## config.mk

```make
export PLATFORM = sky130hd
export DESIGN_NAME = vpth_exp10
export DESIGN_NICKNAME = d
export VERILOG_FILES = /design/src/rtl/vpth_pkg.sv /design/src/rtl/vpth_exp10.sv
export SDC_FILE = /design/constraint.sdc
export NUM_CORES = 2
export LEC_CHECK = 0
export BUFFER_PORTS_ARGS = -buffer_cell sky130_fd_sc_hd__buf_2
export CAP_MARGIN = 20
export CORE_UTILIZATION = 40
export DETAILED_ROUTE_END_ITERATION = 7
export RECOVER_POWER = 50
export SYNTH_ARGS = -nofsm -noshare
export SYNTH_HDL_FRONTEND = slang
export SYNTH_SLANG_ARGS = --single-unit
```

## constraint.sdc

```tcl
create_clock -name clk -period 22 [get_ports clk]
set_clock_uncertainty 0.05 [all_clocks]
set_input_delay 5.5 -clock clk [delete_from_list [all_inputs] [get_ports clk]]
set_output_delay 5.5 -clock clk [all_outputs]
set_load 0.05 [all_outputs]
```

## src/rtl/vpth_pkg.sv

```systemverilog
// Shared widths, types, rounding multiply and the power-of-ten table for the vapor pressure unit.
package vpth_pkg;

    // Port field widths.
    localparam int TEMP_W = 14;
    localparam int RH_W   = 14;
    localparam int VP_W   = 16;

    // Divider geometry: numerator, denominator and quotient widths.
    localparam int NW         = 44;
    localparam int DEN_W      = 25;
    localparam int QW         = 22;
    localparam int DIV_STEP   = 2;
    localparam int DIV_STAGES = QW / DIV_STEP;

    // Exponent width in Q16, signed.
    localparam int XW = QW + 1;

    // Control that travels with one transfer through the divider.
    typedef struct packed {
        logic valid;
        logic neg;
    } div_ctl_t;

    // 10^(k/16) in Q16 for k = 0..16.
    localparam logic [19:0] POW10_TAB [17] = '{
        20'd65536,  20'd75680,  20'd87394,  20'd100921, 20'd116541, 20'd134580,
        20'd155410, 20'd179465, 20'd207243, 20'd239321, 20'd276363, 20'd319139,
        20'd368536, 20'd425579, 20'd491451, 20'd567518, 20'd655360
    };

    // Q16 product, rounded to nearest with ties away from zero.
    function automatic logic signed [31:0] qmul(input logic signed [31:0] x,
                                                input logic signed [31:0] y);
        logic signed [63:0] prod;
        logic [63:0]        mag;
        logic [63:0]        q;
        prod = 64'(x) * 64'(y);
        mag  = prod[63] ? 64'(-prod) : 64'(prod);
        q    = (mag + 64'd32768) >> 16;
        qmul = prod[63] ? -$signed(q[31:0]) : $signed(q[31:0]);
    endfunction

endpackage

```

## src/rtl/vpth_exp10.sv

```systemverilog
// Pipelined 6.11 * 10^x stage with table interpolation, scaling and saturation.
module vpth_exp10 (
    input  logic                            clk,
    input  logic                            rst_n,
    input  logic                            in_valid,
    input  logic signed [vpth_pkg::XW-1:0]  x,
    output logic                            out_valid,
    output logic [vpth_pkg::VP_W-1:0]       value
);

    // Result classes decided from the integer part of the exponent.
    localparam logic [1:0] CLS_POS  = 2'd0;
    localparam logic [1:0] CLS_NEG  = 2'd1;
    localparam logic [1:0] CLS_SAT  = 2'd2;
    localparam logic [1:0] CLS_ZERO = 2'd3;

    // Scale by 10^n for n = 0..2, and round-then-divide by 10^k for k = 1..4.
    localparam logic [6:0]  SCALE [4] = '{7'd1, 7'd10, 7'd100, 7'd1};
    localparam logic [29:0] HALF  [4] = '{30'd327680, 30'd3276800, 30'd32768000,
                                         30'd327680000};
    localparam logic [14:0] RECIP [4] = '{15'd26215, 15'd20972, 15'd16778, 15'd26844};
    localparam logic [4:0]  SHIFT [4] = '{5'd18, 5'd21, 5'd24, 5'd28};

    logic [4:0]  vld_reg;

    logic [19:0] m_reg, m_next;
    logic [1:0]  cls1_reg, cls1_next, sel1_reg, sel1_next;
    logic [28:0] p_reg, p_next;
    logic [1:0]  cls2_reg, sel2_reg;
    logic [35:0] ps_reg, ps_next;
    logic [13:0] v_reg, v_next;
    logic [1:0]  cls3_reg, sel3_reg;
    logic [19:0] pos_reg, pos_next;
    logic [13:0] neg_reg, neg_next;
    logic [1:0]  cls4_reg;
    logic [15:0] value_reg, value_next;

    logic signed [6:0] n_int;
    logic [3:0]        f_idx;
    logic [11:0]       f_rem;
    logic [4:0]        idx_lo, idx_hi;
    logic [19:0]       tab_lo;
    logic [16:0]       tab_diff;
    logic [28:0]       lerp_prod;
    logic [29:0]       lerp_rnd;
    logic [29:0]       half_sum;
    logic [28:0]       recip_prod;

    // First stage: table lookup and linear interpolation of the mantissa.
    assign n_int     = x[vpth_pkg::XW-1:16];
    assign f_idx     = x[15:12];
    assign f_rem     = x[11:0];
    assign idx_lo    = {1'b0, f_idx};
    assign idx_hi    = idx_lo + 5'd1;
    assign tab_lo    = vpth_pkg::POW10_TAB[idx_lo];
    assign tab_diff  = 17'(vpth_pkg::POW10_TAB[idx_hi] - tab_lo);
    assign lerp_prod = tab_diff * f_rem;
    assign lerp_rnd  = 30'(lerp_prod) + 30'd2048;
    assign m_next    = tab_lo + 20'(lerp_rnd[29:12]);

    always_comb
    begin
        if (n_int > 7'sd2)
        begin
            cls1_next = CLS_SAT;
        end
        else if (n_int < -7'sd4)
        begin
            cls1_next = CLS_ZERO;
        end
        else if (!n_int[6])
        begin
            cls1_next = CLS_POS;
        end
        else
        begin
            cls1_next = CLS_NEG;
        end
        sel1_next = n_int[6] ? ~n_int[1:0] : n_int[1:0];
    end

    // Second stage: multiply by 6.11 mbar in 0.01 mbar units.
    assign p_next = 29'(m_reg * 10'd611);

    // Third stage: scale up, or add half the divisor for the rounded divide.
    assign ps_next  = 36'(p_reg * SCALE[sel2_reg]);
    assign half_sum = 30'(p_reg) + HALF[sel2_reg];
    assign v_next   = half_sum[29:16];

    // Fourth stage: drop the Q16 fraction, or divide by 10^k via reciprocal.
    assign pos_next   = 20'((ps_reg + 36'd32768) >> 16);
    assign recip_prod = v_reg * RECIP[sel3_reg];
    assign neg_next   = 14'(recip_prod >> SHIFT[sel3_reg]);

    // Fifth stage: select and saturate.
    always_comb
    begin
        case (cls4_reg)
            CLS_POS:
            begin
                value_next = (pos_reg > 20'd65535) ? 16'hFFFF : pos_reg[15:0];
            end
            CLS_NEG:
            begin
                value_next = 16'(neg_reg);
            end
            CLS_SAT:
            begin
                value_next = 16'hFFFF;
            end
            default:
            begin
                value_next = 16'd0;
            end
        endcase
    end

    // Valid shift line.
    always_ff @(posedge clk or negedge rst_n)
    begin
        if (!rst_n)
        begin
            vld_reg <= '0;
        end
        else
        begin
            vld_reg <= {vld_reg[3:0], in_valid};
        end
    end

    // Stage payload.
    always_ff @(posedge clk)
    begin
        m_reg     <= m_next;
        cls1_reg  <= cls1_next;
        sel1_reg  <= sel1_next;
        p_reg     <= p_next;
        cls2_reg  <= cls1_reg;
        sel2_reg  <= sel1_reg;
        ps_reg    <= ps_next;
        v_reg     <= v_next;
        cls3_reg  <= cls2_reg;
        sel3_reg  <= sel2_reg;
        pos_reg   <= pos_next;
        neg_reg   <= neg_next;
        cls4_reg  <= cls3_reg;
        value_reg <= value_next;
    end

    assign out_valid = vld_reg[4];
    assign value     = value_reg;

    // A large exponent always gives the full-scale result.
    a_exp_sat: assert property (@(posedge clk) disable iff (!rst_n)
        (vld_reg[3] && cls4_reg == CLS_SAT) |=> (out_valid && value == 16'hFFFF))
        else $error("saturated exponent did not give full scale");

    // A very negative exponent always gives zero.
    a_exp_zero: assert property (@(posedge clk) disable iff (!rst_n)
        (vld_reg[3] && cls4_reg == CLS_ZERO) |=> (out_valid && value == 16'd0))
        else $error("tiny exponent did not give zero");

endmodule

```

==> flow_summary_export.csv <==
group,metric,value,unit
status,status,"completed",
sta,finalSetupViolCount,0,
flow_run,maxCapViolCount,0,
cells_and_area,largest_reg_flops,29,
setup_path,cp_slowest_cell,"ha_1",
logic_synthesis,synth.most_common_cell,"inv_1",
sta,rsz0062_at_grt,"false",
clock_network,postCtsHoldBufs,0,
setup_path,rr_endpoint,"neg_reg[4]$_DFF_P_",
clock_network,clock-sinks,152,
sta,worst_slew_pin_slew,0.910,ns
grt,use_met3,2.44,%
sta,slew_headroom,39.1,%
grt,grt_max_degree,38,
sta,final.min_clock_period,16.42,ns
routing,first_pass_iters,5,
logic_synthesis,synth-edff-count,0,
logic_synthesis,ys_types,74,
routing,via_per_inst,5.01,
setup_path,worstSetupStartpointType,"primary input",
cells_and_area,syn2layout_area_growth,6.51,%
logic_synthesis,syn_nets,3838,
clock_network,cts_tree,"done",
clock_network,cts_buffers,17,
setup_path,worstSetupEndpointType,"flop",
logic_synthesis,synth_common_cells,"532 x inv_1, 452 x fa_1, 417 x ha_1",
cells_and_area,drive_gt1_share,4.26,%
sta,fin_setup_tns,0,ns
logic_synthesis,ys_async_sr_fraction,3.29,%
min_path,worstHoldPathType,"reg -> reg",
routing,vias,19200,
sta,fmax,0.0609,GHz
logic_synthesis,synth_flop_cell,"dfxtp_1",
placement,dpl.hpwl,50.9,mm
cells_and_area,antenna_cells,0,
placement,io_buffers,42,
setup_path,worst_path_most_repeated_cell,"o21ai_0",
floorplanning,die_x,263,microns
routing,wl,59.7,mm
placement,placed_area,28400,sq um
sta,post-route-period-util,74.6,%
setup_path,crit_type,"in -> reg",
grt,use_met1,23.0,%
setup_path,critical-path-max-stage-delay,0.80,ns
setup_path,worst-r2r-cell-count,25,
setup_path,critPathRequiredTime,22.34,ns
logic_synthesis,syn_inst,2943,
cells_and_area,multi_input_area,21800,sq um
clock_network,clockBufferDepth,2,
floorplanning,die_y,263,microns
cells_and_area,nets,3838,
routing,wl_per_cell,15.6,microns
logic_synthesis,synth_top_area_share,33.2,%
logic_synthesis,ys_warn_count,0,
setup_path,critPathLaunch,"x[14]",
clock_network,insertion_delay,0.47,ns
grt,grt_pass1_vias,20400,
clock_network,htreeDepth,4,
floorplanning,row_count,95,
floorplanning,initial_core_util,40.5,%
clock_network,post-cts-setup-buffers,0,
setup_path,worstPathArrival,16.76,ns
cells_and_area,regArea,3070,sq um
grt,use_met2,32.3,%
routing,route.antenna.remaining_nets,0,
logic_synthesis,yosys-top-cells-area,"fa_1 33%, ha_1 19%, dfxtp_1 11%",
grt,globalRouteOverflowTotal,0,
floorplanning,coreArea,67300,sq um
setup_path,worstPathMaxFanout,30,
sta,drv_slew,0,
routing,drc,0,
setup_path,reg2reg_slack,13.42,ns
routing,drt_iter0_drc,808,
floorplanning,die_area,69200,sq um
cells_and_area,fillCellCount,6648,
logic_synthesis,seq_area_frac_synth,11.3,%
cells_and_area,final_area,29000,sq um
sta,finalHoldViolations,0,
grt,grt_pass1_wl,102,mm
clock_network,cts_resized,0,
grt,grt_usage,18.2,%
grt,top_usage_layer,"met2",
clock_network,cts_root_buf,"clkbuf_16",
logic_synthesis,syn_area,27300,sq um
logic_synthesis,synth.avg_cell_area,9.26,sq um
setup_path,reg2reg_from,"sel3_reg[1]$_DFF_P_",
logic_synthesis,ys_seq_elements,152,
logic_synthesis,synth_top_area_cell,"fa_1",
floorplanning,boundaryPins,43,
clock_network,cts.clk_slew.worst_paths,0.06,ns
placement,gp_congestion,0.879,
grt,antenna_found_initial,0,
setup_path,cp-endpoint,"m_reg[16]$_DFF_P_",
cell usage in the layout (no fill, tap or decap), drive strengths merged, types with 6 or more instances in the layout:
master / instances
and3: 23
a21oi: 93
and3b: 9
nand2b: 34
nor2b: 79
fa: 452
nor4: 6
xor2: 32
nor2: 140
or3: 15
o21ai: 84
nor3: 41
inv: 537
buf: 68
clkbuf: 22
xnor2: 89
a21o: 29
a21boi: 9
ha: 417
dfxtp: 147
o21a: 26
or2: 13
a2111oi: 10
a211oi: 12
and2: 128
nand3: 47
o211ai: 8
a31oi: 11
o31ai: 11
nand2: 255
mux2i: 8
o21bai: 12
logic make-up after synthesis:
family	count (synthesis)	synth area share, %
buffers and inverters	623	8.59
xor gates and xnor gates	121	3.89
AOI/OAI and AO/OA	364	8.89
DFF	152	11.3
adders and majority gates	869	52.3
and+or+nand+nor	802	14.5
muxes	12	0.500
worst min path at each step:
stage	cells past startpoint	start	endpoint
5_1_grt	0	sel1_reg[1]$_DFF_P_	sel2_reg[1]$_DFF_P_
6_report	0	sel1_reg[1]$_DFF_P_	sel2_reg[1]$_DFF_P_
2_1_floorplan	0	cls1_reg[0]$_SDFF_PP0_	cls2_reg[0]$_DFF_P_
4_1_cts	0	sel1_reg[1]$_DFF_P_	sel2_reg[1]$_DFF_P_
3_5_place_dp	0	sel1_reg[1]$_DFF_P_	sel2_reg[1]$_DFF_P_
3_3_place_gp	0	cls3_reg[1]$_DFF_P_	cls4_reg[1]$_DFF_P_
layer usage:
layer  wire, microns  up-vias  share of wire (%)
met2           30100      272                 50
met1           26800     9435                 45
li1                -     9396                  -
met5               0        -                  0
met3            1580       70                2.6
met4            1270        0                2.1
final cells by class:
class / instances / area share (%)
multi-input combinational: 2168 / 75.2
timing repair buffer: 69 / 1.41
tap: 873 / 3.76
inverter: 535 / 6.92
clock buffer: 21 / 1.66
clock inverter: 11 / 0.453
sequential: 152 / 10.6
worst max-delay path, delay by kind of cell:
kind	cells	cell delay, ns
buffers and inverters	7	1.00
AO/OA/AOI/OAI	20	4.54
AND/OR/NAND/NOR	10	1.53
XOR/XNOR	3	0.39
adder cells (fa/ha/maj)	9	3.76
per-stage QoR:
| stage | std cells | hold slack (ns) | setup slack (ns) | utilization, % |
|---|---|---|---|---|
| 5_1_grt | 3829 | 0.286 | 4.40 | 43.1 |
| 3_3_place_gp | 3796 | 0.261 | 5.32 | 42.2 |
| 4_1_cts | 3829 | 0.279 | 5.62 | 43.2 |
| 3_5_place_dp | 3797 | 0.264 | 5.15 | 42.2 |
| 6_report | 3829 | 0.277 | 5.58 | 43.1 |
| 2_1_floorplan | 2943 | 0.260 | 6.50 | - |
Power is not shown: default switching activity piles up to over one toggle a cycle in this logic, so the estimate is an artifact.
